===== config.mk =====
export PLATFORM = sky130hd
export DESIGN_NAME = tlm_ctrl
export DESIGN_NICKNAME = d
export VERILOG_FILES = /design/src/hdl/tlm_pkg.sv /design/src/hdl/tlm_ctrl.sv
export SDC_FILE = /design/constraint.sdc
export NUM_CORES = 1
export LEC_CHECK = 0
export ABC_AREA = 1
export BUFFER_PORTS_ARGS = -buffer_cell sky130_fd_sc_hd__clkbuf_2
export CAP_MARGIN = 20
export CORE_AREA = 2 2 39 41
export DETAILED_ROUTE_END_ITERATION = 8
export DIE_AREA = 0 0 41 43
export HOLD_SLACK_MARGIN = 0.12
export PLACE_DENSITY = 0.59
export SYNTH_ARGS = -nofsm -noshare
export SYNTH_HDL_FRONTEND = slang
export SYNTH_SLANG_ARGS = --single-unit

===== constraint.sdc =====
create_clock -name clk -period 2.86 [get_ports clk]
set_clock_uncertainty 0.05 [all_clocks]
set_input_delay 0 -clock clk [delete_from_list [all_inputs] [get_ports clk]]
set_output_delay 0 -clock clk [all_outputs]
set_load 0.005 [all_outputs]

===== src/hdl/tlm_pkg.sv =====
package tlm_pkg;

  localparam int GRID_SIZE = 5;
  localparam int NPIX      = GRID_SIZE * GRID_SIZE;
  localparam int COL_W     = $clog2(GRID_SIZE);
  localparam int PIX_W     = $clog2(NPIX);

  // bubble centre in Q.16 grid units, 0 .. (GRID_SIZE-1) * 2^16
  localparam int CENT_BASE = (GRID_SIZE - 1) * 32768;
  localparam int CENT_HI   = (GRID_SIZE - 1) * 65536;
  localparam int CENT_W    = $clog2(CENT_HI + 1);
  localparam int DX_W      = CENT_W + 1;
  localparam int SQ_W      = 2 * DX_W - 1;
  localparam int D2_W      = 2 * DX_W;
  localparam int FP_W      = 16 + D2_W;
  localparam int TERM_W    = 49;

  localparam int IDX_W      = 5;
  localparam int LVL_W      = 8;
  localparam int CFG_IDX_W  = 2;
  localparam int CFG_DATA_W = 16;

  localparam logic [CFG_IDX_W-1:0] REG_ALPHA       = 2'd0;
  localparam logic [CFG_IDX_W-1:0] REG_SENSITIVITY = 2'd1;
  localparam logic [CFG_IDX_W-1:0] REG_BRIGHTNESS  = 2'd2;
  localparam logic [CFG_IDX_W-1:0] REG_FADE        = 2'd3;

  localparam logic [15:0] ALPHA_RST       = 16'd3277;
  localparam logic [7:0]  SENSITIVITY_RST = 8'd20;
  localparam logic [7:0]  BRIGHTNESS_RST  = 8'd255;
  localparam logic [15:0] FADE_RST        = 16'd43909;

  typedef enum logic [6:0] {
    ST_IDLE   = 7'b0000001,
    ST_SMUL   = 7'b0000010,
    ST_SADD   = 7'b0000100,
    ST_CDIFF  = 7'b0001000,
    ST_CMUL   = 7'b0010000,
    ST_CCLAMP = 7'b0100000,
    ST_PIX    = 7'b1000000
  } tlm_state_t;

  typedef struct packed {
    logic load;
    logic smul;
    logic sadd;
    logic cdiff;
    logic cmul;
    logic cclamp;
    logic issue;
  } tlm_cmd_t;

  typedef struct packed {
    logic pipe_en;
    logic last_pix;
  } tlm_stat_t;

endpackage


===== src/hdl/tlm_ctrl.sv =====
module tlm_ctrl import tlm_pkg::*; (
  input  logic      clk,
  input  logic      rst_n,
  input  logic      in_valid,
  output logic      in_stall,
  input  tlm_stat_t stat,
  output tlm_cmd_t  cmd
);

  tlm_state_t state_r, state_nxt;

  always_ff @(posedge clk) begin
    if (!rst_n) begin
      state_r <= ST_IDLE;
    end else begin
      state_r <= state_nxt;
    end
  end

  always_comb begin
    state_nxt = state_r;
    cmd       = '0;
    in_stall  = 1'b1;
    case (state_r)
      ST_IDLE: begin
        in_stall = 1'b0;
        if (in_valid) begin
          cmd.load  = 1'b1;
          state_nxt = ST_SMUL;
        end
      end
      ST_SMUL: begin
        cmd.smul  = 1'b1;
        state_nxt = ST_SADD;
      end
      ST_SADD: begin
        cmd.sadd  = 1'b1;
        state_nxt = ST_CDIFF;
      end
      ST_CDIFF: begin
        cmd.cdiff = 1'b1;
        state_nxt = ST_CMUL;
      end
      ST_CMUL: begin
        cmd.cmul  = 1'b1;
        state_nxt = ST_CCLAMP;
      end
      ST_CCLAMP: begin
        cmd.cclamp = 1'b1;
        state_nxt  = ST_PIX;
      end
      ST_PIX: begin
        cmd.issue = stat.pipe_en;
        if (stat.pipe_en && stat.last_pix) begin
          state_nxt = ST_IDLE;
        end
      end
      default: begin
        state_nxt = ST_IDLE;
      end
    endcase
  end

endmodule


# ---- After elaboration in Yosys (flattened, before gate mapping)
# Cells that the tools add are included.
# W data, S select, Z words.
dict set report classes {
  n_addsub 0
  n_mul 0
  n_div 0
  magnitude_cmp 0
  n_eq_ne 9
  shifts 0
  muxes 12
  bitwise 0
  n_reduce_logical 2
}
# operator n
set op_table {}
lappend op_table {{$pmux W7 S7} 1}
lappend op_table {{$mux W7} 2}
lappend op_table {{$mux W1} 9}
lappend op_table {{$eq A7 B1 Y1 const B} 1}
lappend op_table {{$eq A7 B2 Y1 const B} 1}
lappend op_table {{$eq A7 B3 Y1 const B} 1}
lappend op_table {{$eq A7 B4 Y1 const B} 1}
lappend op_table {{$eq A7 B5 Y1 const B} 1}
lappend op_table {{$eq A7 B6 Y1 const B} 1}
lappend op_table {{$eq A7 B7 Y1 const B} 1}
lappend op_table {{$ne A2 B2 Y1 const B} 2}
lappend op_table {{$reduce_and A2 Y1} 1}
lappend op_table {{$logic_and A1 B1 Y1} 1}
dict set report totals {
  regBits 7
  latchBits 0
  ramBits 0
  rom_bits 0
  word_cells 24
  mem_count 0
}

# ---- Depth between registers and ports, before layout
# Gate-level depths: netlist of the first run.
dict set report depth {
  depth_word 3
  ltp_mapped 8
  mapped_depth_nobuf 8
}

# ---- Worst setup path after synthesis of the first run
# No wires, ideal clock.
dict set report synth_path {
  path_type {flip-flop to flip-flop}
  start {reg state_r[4]}
  end {reg state_r[0]}
  setup_time_ns 0.112
  t_arrival_ns 0.840
  t_required_ns 2.698
  slack_ns 1.858
  stages_incl_launch_ff 9
  period_less_slack_ns 1.002
  cell_sequence {dfxtp_1 -> inv_2 -> nand2_4 -> nor2_4 -> nand3_2 -> nand2_1 -> nor2_1 -> nand2_1 -> nand2_1}
}
dict set report synth_between {
  elab_chain_cells 3
  elab_cells_between_ends 11
}
# element line_no
set synth_lines {}
lappend synth_lines {{start, declared} tlm_ctrl.sv:10} ;# tlm_state_t state_r, state_nxt;
lappend synth_lines {{start signal, assigned} tlm_ctrl.sv:16} ;# state_r <= state_nxt;
lappend synth_lines {{$eq A7 B7 Y1 / $eq A7 B1 Y1 (equally long branches)} tlm_ctrl.sv:24} ;# case (state_r)
lappend synth_lines {{$ne A2 B2 Y1 (no source line)} -}
lappend synth_lines {{$reduce_and A2 Y1 (no source line)} -}
# Parallel ways exist; a longest one is shown, timed or not.
# A chain may end at the register's enable or synchronous reset.

# ---- Worst setup path in the final report of the first run
dict set report layout_path {
  start {in stat[0] in the netlist's numbering}
  end {reg state_r[4]}
}
dict set report layout_between {
  elab_chain_cells 3
}
# element line_no
set layout_lines {}
lappend layout_lines {{start, declared} tlm_ctrl.sv:6} ;# input tlm_stat_t stat,
lappend layout_lines {{$logic_and A1 B1 Y1} tlm_ctrl.sv:54} ;# if (stat.pipe_en && stat.last_pix) begin
lappend layout_lines {{$ne A2 B2 Y1 (no source line)} -}
lappend layout_lines {{$reduce_and A2 Y1 (no source line)} -}
# Every way passes these cells.

==> flow_summary.json, run 1 <==
{
  "dp_hpwl_um": 630,
  "grt-busiest-layer": "met2",
  "multi_input_area_um2": 221,
  "synth_top_family_by_area": "simple AND/OR/NAND/NOR gates",
  "synth_cell_types": 19,
  "yosys.area_share.simple_pct": 50.9,
  "fin_crit_sh_pct": 66.2,
  "place_congestion": 0.777,
  "gr-total-overflow": 0,
  "met1_usage_pct": 14.2,
  "antennaDiodeCount": 0,
  "min_period_ns": 1.89,
  "h-tree-depth": 1,
  "drc": 0,
  "reg.largest.list": "state_r x7",
  "finalHoldViolations": 0,
  "dr_total_vias": 428,
  "grt_pass1_vias": 346,
  "cts.sinks": 7,
  "drt-initial-drc-count": 7,
  "clock_path_buffers": 2,
  "grt_pass1_wl_um": 1370,
  "start_util_pct": 30.7,
  "finalSetupViolCount": 0,
  "cts_tree": "yes",
  "power.leakage_nw": 0.326,
  "dieArea_mm2": 0.00176,
  "syn_nets": 68,
  "cts_made_buffers": 3,
  "dieHeight_um": 43,
  "areaGrowthSynthToFinish_pct": 35.0,
  "viasPerCell": 4.32,
  "use_met2_pct": 15.9,
  "synth.area.top_cells": "dfxtp_1 (33%), nand2_1 (11%), inv_1 (7.1%)",
  "antenna_found_initial": 0,
  "die_width_um": 41,
  "synth_xor_area_share_pct": 0,
  "synthMuxAreaShare_pct": 0,
  "layout.nets": 89,
  "drt_wl_total_um": 821,
  "finalSetupTns_ns": 0,
  "largest_reg_flops": 7,
  "whs_ns": 0.284,
  "register_area_um2": 140,
  "grtUsageMet3_pct": 3.14,
  "layout-drive-gt1-share_pct": 39.8,
  "synth_top_area_cell": "dfxtp_1",
  "path_class": "primary input to register",
  "synth_area_um2": 425,
  "ant_nets": 0,
  "worstPathArrival_ns": 2.00,
  "yosys-top-cells-count": "nand2_1 (12), inv_1 (8), nor2_1 (8), dfxtp_1 (7), inv_2 (7)",
  "clock_latency_ns": 0.26,
  "drv_cap": 0,
  "holdBufCountCts": 5,
  "core_area_mm2": 0.00138,
  "synth_seq_area_share_pct": 32.9,
  "numPortBuffers": 12,
  "cp-end-kind": "register",
  "cts_resized": 0,
  "syn_avg_cell_area_um2": 6.75,
  "synth_ff_type": "dfxtp_1",
  "ys_seq_elements": 7,
  "grt_usage_pct": 12.0,
  "vdd_drop_max_mv": 0.188,
  "async_reset_ff_share_pct": 0,
  "grt_max_degree": 6,
  "synth-compound-area-share_pct": 1.18,
  "synthCells": 63,
  "wl_per_cell_um": 8.29,
  "drv_slew": 0,
  "n_fill_cell": 158,
  "status": "complete, no violations",
  "yosys_warnings": 0,
  "tightest_slew_ns": 0.234,
  "synthMostInstantiatedCell": "nand2_1",
  "dr.pass1.iters": 4,
  "p_per_area_mw_per_mm2": 422,
  "largest-register": "state_r",
  "rsz0062_at_grt": "false",
  "postCtsSetupBuffers": 0,
  "slew_headroom_pct": 84.3,
  "crit_fanout": 3,
  "ctsRootBufferMaster": "clkbuf_4",
  "io-pin-count": 13,
  "worstPathRequired_ns": 2.97,
  "num_rows": 14,
  "synth-edff-count": 0,
  "clk_pin_slew_ns": 0.05,
  "cp-start-kind": "primary input",
  "max_freq_ghz": 0.528,
  "synth_fa_ha_area_share_pct": 0,
  "synth_top_cell_area_share_pct": 32.9,
  "hold_class": "primary input to primary output"
}
==> cell usage in the layout (no fill, tap or decap), drive strengths merged <==
master,instances
nand2,16
clkbuf,16
inv,15
nor2,12
dfxtp,7
dlygate4sd3,5
nand3,4
nor3,3
nand3b,1
and3,1
nand4,1
a21oi,1
nor4,1
==> cell families (layout without fill, tap and decap cells) <==
logic type	after synthesis	after routing
AND/OR/NAND/NOR	39	39
buffers and inverters	16	36
flip-flops	7	7
AO/OA/AOI/OAI	1	1
==> worst paths after layout <==
| path | endpoint | slack, ns | start | cells after the start |
|---|---|---|---|---|
| worst min-delay path | cmd[0] | 0.28 | stat[1] | 3 |
| worst max register to register | state_r[4] | 1.27 | state_r[4] | 8 |
| worst max-delay path | state_r[4] | 0.97 | stat[0] | 8 |
| worst min register to register | state_r[5] | 0.52 | state_r[4] | 2 |
==> stage by stage <==
step,power (mW),instances,setup slack [ns],utilization [%],cell area (µm²)
after floorplan,0.135,63,1.86,-,425
after global placement,0.147,90,1.77,36.0,498
after detailed placement,0.147,90,1.76,36.0,498
after CTS,0.245,99,0.970,41.5,574
after global routing,0.259,99,0.874,41.5,574
final,0.242,99,0.966,41.5,574
==> layout make-up <==
cell class | instances | area share [%]
sequential | 7 | 24.4
multi-input combinational | 40 | 38.6
tap | 16 | 3.49
inverter | 15 | 9.80
clock buffer | 4 | 4.58
timing repair buffer | 17 | 19.2
==> per-layer routing <==
| layer | wire, µm | up-vias |
|---|---|---|
| met5 | 0 | - |
| met4 | 44 | 0 |
| met3 | 37 | 5 |
| met2 | 395 | 11 |
| met1 | 344 | 183 |
| li1 | - | 229 |
==> power breakdown <==
part / switching, mW / internal [mW] / leakage, nW
clock network: 0.0399 / 0.0535 / 0.0150
logic: 0.0256 / 0.0201 / 0.254
registers: 0.00214 / 0.101 / 0.0569
total: 0.0677 / 0.175 / 0.326
==> critical path: stages <==
cell and delay, ns:
dlygate4sd3_1 0.53, clkbuf_2 0.10, nand2_1 0.04, dlygate4sd3_1 0.56
nand3_2 0.11, nand4_1 0.09, dlygate4sd3_1 0.54, inv_1 0.03
No activity file was read; power rests on OpenSTA's default activity.
==> run 2, diff against run 1 <==
--- a/config.mk
+++ b/config.mk
@@ -12,7 +12,7 @@
 export DETAILED_ROUTE_END_ITERATION = 8
 export DIE_AREA = 0 0 41 43
 export HOLD_SLACK_MARGIN = 0.12
-export PLACE_DENSITY = 0.59
+export PLACE_DENSITY = 0.61
 export SYNTH_ARGS = -nofsm -noshare
 export SYNTH_HDL_FRONTEND = slang
 export SYNTH_SLANG_ARGS = --single-unit
==> constraint.sdc (replaced) <==
create_clock -name clk -period 1.6 [get_ports clk]
set_clock_uncertainty 0.05 [all_clocks]
set_input_delay 0 -clock clk [delete_from_list [all_inputs] [get_ports clk]]
set_output_delay 0 -clock clk [all_outputs]
set_load 0.005 [all_outputs]
==> flow_summary.json, run 2 (synthesis gave the netlist of run 1 again) <==
{
  "dp_hpwl_um": 637,
  "hold_class": "primary input to primary output",
  "areaGrowthSynthToFinish_pct": 32.6,
  "finalHoldViolations": 0,
  "largest_reg_flops": 7,
  "crit_path_max_incr_delay_ns": 0.56,
  "path_class": "primary input to register",
  "postCtsSetupBuffers": 0,
  "start_util_pct": 30.7,
  "r2r_start": "state_r[4]",
  "cp_top_family": "buffers and inverters",
  "drv_cap": 0,
  "drt-initial-drc-count": 11,
  "finalSetupViolCount": 0,
  "min_period_ns": 1.46,
  "rsz0062_at_grt": "false",
  "drv_slew": 0,
  "cts_made_buffers": 3,
  "max_freq_ghz": 0.685,
  "num_rows": 14,
  "grt_usage_pct": 12.0,
  "cp-start-kind": "primary input",
  "numPortBuffers": 12,
  "grt_max_degree": 6,
  "layout.nets": 88,
  "crit_fanout": 3,
  "clk_pin_slew_ns": 0.05,
  "core_area_mm2": 0.00138,
  "cp_common_cell": "nand2_1",
  "grt_pass1_vias": 373,
  "dieArea_mm2": 0.00176,
  "wl_per_cell_um": 8.21,
  "viasPerCell": 4.28,
  "ctsRootBufferMaster": "clkbuf_4",
  "cp_slowest_cell": "dlygate4sd3_1",
  "antenna_found_initial": 0,
  "cp-end-kind": "register",
  "dr_total_vias": 419,
  "status": "complete, no violations",
  "gr-total-overflow": 0,
  "worstPathRequired_ns": 1.70,
  "cp-startpoint": "stat[0]",
  "largest-register": "state_r",
  "clock_latency_ns": 0.25,
  "clock_path_buffers": 2,
  "final_cell_area_um2": 564,
  "reg.largest.list": "state_r x7",
  "dieHeight_um": 43,
  "drt_wl_total_um": 805,
  "cts.sinks": 7,
  "io-pin-count": 13,
  "drc": 0,
  "vdd_drop_max_mv": 0.404,
  "cts_tree": "yes",
  "h-tree-depth": 1,
  "path_cells": "dlygate4sd3_1 -> clkbuf_2 -> nand2_1 -> dlygate4sd3_1 -> nand3_2 -> nand2_1 -> nor2_1 -> nand2_1 -> nand2_1",
  "finalSetupTns_ns": 0,
  "crit_buf_inv": 3,
  "fin_crit_sh_pct": 91.2,
  "power.leakage_nw": 0.325,
  "layout-drive-gt1-share_pct": 40.2,
  "layout_common_cells": "nand2_1 (12), clkbuf_2 (12), nor2_1 (8), inv_1 (8)",
  "place_congestion": 0.761,
  "dr.pass1.iters": 4,
  "slew_headroom_pct": 86.4,
  "die_width_um": 41,
  "tightest_slew_ns": 0.202,
  "antennaDiodeCount": 0,
  "grt_pass1_wl_um": 1350,
  "min_from": "stat[1]",
  "dpl_cell_area_um2": 498,
  "p_per_area_mw_per_mm2": 760,
  "worstPathArrival_ns": 1.56,
  "ant_nets": 0
}
-- run 2: cell types whose count changed in the layout (fill, tap and decap cells not counted), sizes merged --
| cell | previous run | this run |
|---|---|---|
| dlygate4sd3 | 5 | 4 |
-- run 2: power by group --
group	internal (mW)	switching, mW
Clock	0.0954	0.0678
Combinational	0.0359	0.0455
Sequential	0.181	0.00369
Total	0.312	0.117
-- run 2: final cells by class --
cell class / count / area [µm²]
fillers: 156 / 820
inverters: 15 / 56.3
flip-flops and latches: 7 / 140
clock buffers: 4 / 26.3
repair buffers: 16 / 100
multi-input cells: 40 / 221
well taps: 16 / 20.0
-- run 2: path summary, 6_finish.rpt --
check | end | slack [ns] | cells past startpoint
min | cmd[0] | 0.28 | 3
max reg2reg | state_r[0] | 0.49 | 8
max | state_r[0] | 0.14 | 9
min reg2reg | state_r[5] | 0.50 | 2
-- run 2: metal layers --
| layer | global-route usage (%) | up-vias | wire length, µm |
|---|---|---|---|
| met5 | 0 | - | 0 |
| met3 | 3.14 | 4 | 40 |
| met2 | 17.8 | 15 | 355 |
| met1 | 12.3 | 174 | 376 |
| li1 | - | 226 | - |
| met4 | 12.0 | 0 | 32 |
-- run 2: metrics by stage --
step	hold slack (ns)	std cells	utilization, %	setup slack [ns]	total power [mW]
detailed placement	0.213	90	36.0	0.497	0.263
finish	0.281	98	40.8	0.141	0.429
global route	0.320	98	40.8	0.0205	0.452
global placement	0.212	90	36.0	0.514	0.262
floorplan	0.0823	63	-	0.598	0.241
CTS	0.281	98	40.8	0.156	0.435
-- run 2: repair_timing --
item,CTS,global route
hold buffers,4,0
resized for setup,0,0
hold endpoints to repair,7,0
-- run 2: worst register-to-register path: stages, from the launching register on --
cell and delay [ns]:
dfxtp_1 0.33, inv_2 0.07, nand2_4 0.06, nor2_4 0.15, nand2_1 0.11, nand3_1 0.10, nor2_1 0.05, nand2_1 0.05
nand2_1 0.04
==> run 3, diff against run 2 <==
--- a/config.mk
+++ b/config.mk
@@ -9,10 +9,11 @@
 export BUFFER_PORTS_ARGS = -buffer_cell sky130_fd_sc_hd__clkbuf_2
 export CAP_MARGIN = 20
 export CORE_AREA = 2 2 39 41
+export CTS_BUF_LIST = sky130_fd_sc_hd__clkbuf_16
 export DETAILED_ROUTE_END_ITERATION = 8
 export DIE_AREA = 0 0 41 43
 export HOLD_SLACK_MARGIN = 0.12
-export PLACE_DENSITY = 0.61
+export PLACE_DENSITY_LB_ADDON = 0.15
 export SYNTH_ARGS = -nofsm -noshare
 export SYNTH_HDL_FRONTEND = slang
 export SYNTH_SLANG_ARGS = --single-unit
==> flow_summary.json, run 3 (synthesis gave the netlist of run 1 again) <==
{
  "drv_slew": 0,
  "cp-end-kind": "register",
  "drv_cap": 0,
  "switching_share_pct": 20.8,
  "postCtsSetupBuffers": 0,
  "largest_reg_flops": 7,
  "power.leakage_nw": 0.352,
  "rr_worst_depth": 8,
  "path_class": "primary input to register",
  "slew_headroom_pct": 86.4,
  "grt_max_degree": 6,
  "dr_total_vias": 415,
  "drc": 0,
  "die_width_um": 41,
  "start_util_pct": 30.7,
  "hold_class": "primary input to primary output",
  "min_from": "stat[1]",
  "worstPathArrival_ns": 1.55,
  "h-tree-depth": 1,
  "clk_pin_slew_ns": 0.04,
  "worstPathRequired_ns": 1.67,
  "ant_nets": 0,
  "ctsRootBufferMaster": "clkbuf_16",
  "p_int_mw": 0.543,
  "finalSetupViolCount": 0,
  "min_period_ns": 1.48,
  "dieHeight_um": 43,
  "viasPerCell": 4.23,
  "crit_fanout": 3,
  "num_rows": 14,
  "register_area_um2": 140,
  "wl_per_cell_um": 8.65,
  "grt_pass1_vias": 370,
  "final_cells": 98,
  "areaGrowthSynthToFinish_pct": 45.0,
  "dp.cells": 90,
  "rsz0062_at_grt": "false",
  "cp-start-kind": "primary input",
  "rr_endpoint": "state_r[0]",
  "antennaDiodeCount": 0,
  "layout-drive-gt1-share_pct": 40.2,
  "drt_wl_total_um": 848,
  "status": "complete, no violations",
  "cts_tree": "yes",
  "gr-total-overflow": 0,
  "grt_pass1_wl_um": 1460,
  "r2r_start": "state_r[4]",
  "max_freq_ghz": 0.677,
  "clock_latency_ns": 0.23,
  "worst-r2r-setup-slack_ns": 0.49,
  "pwr-share-clk_pct": 61.0,
  "layout.nets": 88,
  "cts.sinks": 7,
  "antenna_found_initial": 0,
  "p_per_area_mw_per_mm2": 1110,
  "largest-register": "state_r",
  "cts_made_buffers": 3,
  "dr.pass1.iters": 5,
  "place_congestion": 0.699,
  "vdd_drop_max_mv": 0.556,
  "p_sw_mw": 0.142,
  "pwr-share-seq_pct": 27.1,
  "dieArea_mm2": 0.00176,
  "drt-initial-drc-count": 6,
  "finalSetupTns_ns": 0,
  "dp_hpwl_um": 673,
  "reg.largest.list": "state_r x7",
  "tightest_slew_ns": 0.201,
  "finalHoldViolations": 0,
  "power_frac_comb_pct": 11.9,
  "clock_path_buffers": 2,
  "layout_common_cells": "nand2_1 (12), clkbuf_2 (12), inv_1 (9)",
  "grt_usage_pct": 12.7,
  "multi_input_area_um2": 221,
  "io-pin-count": 13,
  "n_fill_cell": 148,
  "hold_end": "cmd[0]",
  "fin_crit_sh_pct": 92.3,
  "numPortBuffers": 12,
  "core_area_mm2": 0.00138,
  "hold_depth": 3
}
-- run 3: changes by cell type in the layout (fill, tap and decap cells not counted), sizes merged --
cell and delta:
inv +1, clkbuf -1
-- run 3: worst max path at each step --
| stage | from | to | slack [ns] | cells after the start |
|---|---|---|---|---|
| 6_report | stat[0] | state_r[0] | 0.12 | 9 |
| 2_1_floorplan | state_r[4] | state_r[0] | 0.60 | 8 |
| 4_1_cts | stat[0] | state_r[0] | 0.12 | 9 |
| 5_1_grt | stat[0] | state_r[0] | 0.01 | 9 |
| 3_5_place_dp | state_r[4] | state_r[0] | 0.49 | 8 |
| 3_3_place_gp | state_r[4] | state_r[0] | 0.48 | 8 |
-- run 3: through the flow --
stage	hold WS, ns	util, %	setup slack (ns)	power (mW)	area, µm²
2_1_floorplan	0.0823	-	0.598	0.241	425
3_3_place_gp	0.220	36.0	0.479	0.263	498
3_5_place_dp	0.224	36.0	0.488	0.263	498
4_1_cts	0.288	44.6	0.122	0.693	617
5_1_grt	0.333	44.6	0.0123	0.721	617
6_report	0.285	44.6	0.124	0.685	617
-- run 3: worst max-delay path, cell delays in order --
cell           delay (ns)
dlygate4sd3_1        0.53
clkbuf_2             0.10
nand2_1              0.04
dlygate4sd3_1        0.56
nand3_2              0.10
nand2_1              0.07
nor2_1               0.04
nand2_1              0.07
nand2_1              0.04
-- run 3: per-layer routing --
layer / up-vias / global-route usage (%) / routed length (µm)
li1: 229 / - / -
met1: 172 / 16.6 / 401
met2: 12 / 16.9 / 377
met3: 2 / 4.71 / 53
met4: 0 / 8.00 / 15
met5: - / 0 / 0
-- run 3: power groups by stage --
stage | sequential [mW] | combinational, mW | clock [mW]
after floorplan | 0.188 | 0.0532 | 0
after global placement | 0.188 | 0.0748 | 0
after detailed placement | 0.188 | 0.0749 | 0
after CTS | 0.186 | 0.0828 | 0.425
after global routing | 0.186 | 0.0924 | 0.442
final | 0.186 | 0.0816 | 0.418
-- run 3: layout make-up --
class                   instances  area share [%]
multi-input cells              40            35.9
repair buffers                 16            16.2
inverters                      15            9.13
flip-flops and latches          7            22.7
well taps                      16            3.25
clock inverters                 1           0.609
clock buffers                   3            12.2
-- run 3: repair_timing --
item,CTS,global route
hold buffers,4,0
resized for setup,0,0
hold endpoints to repair,7,0
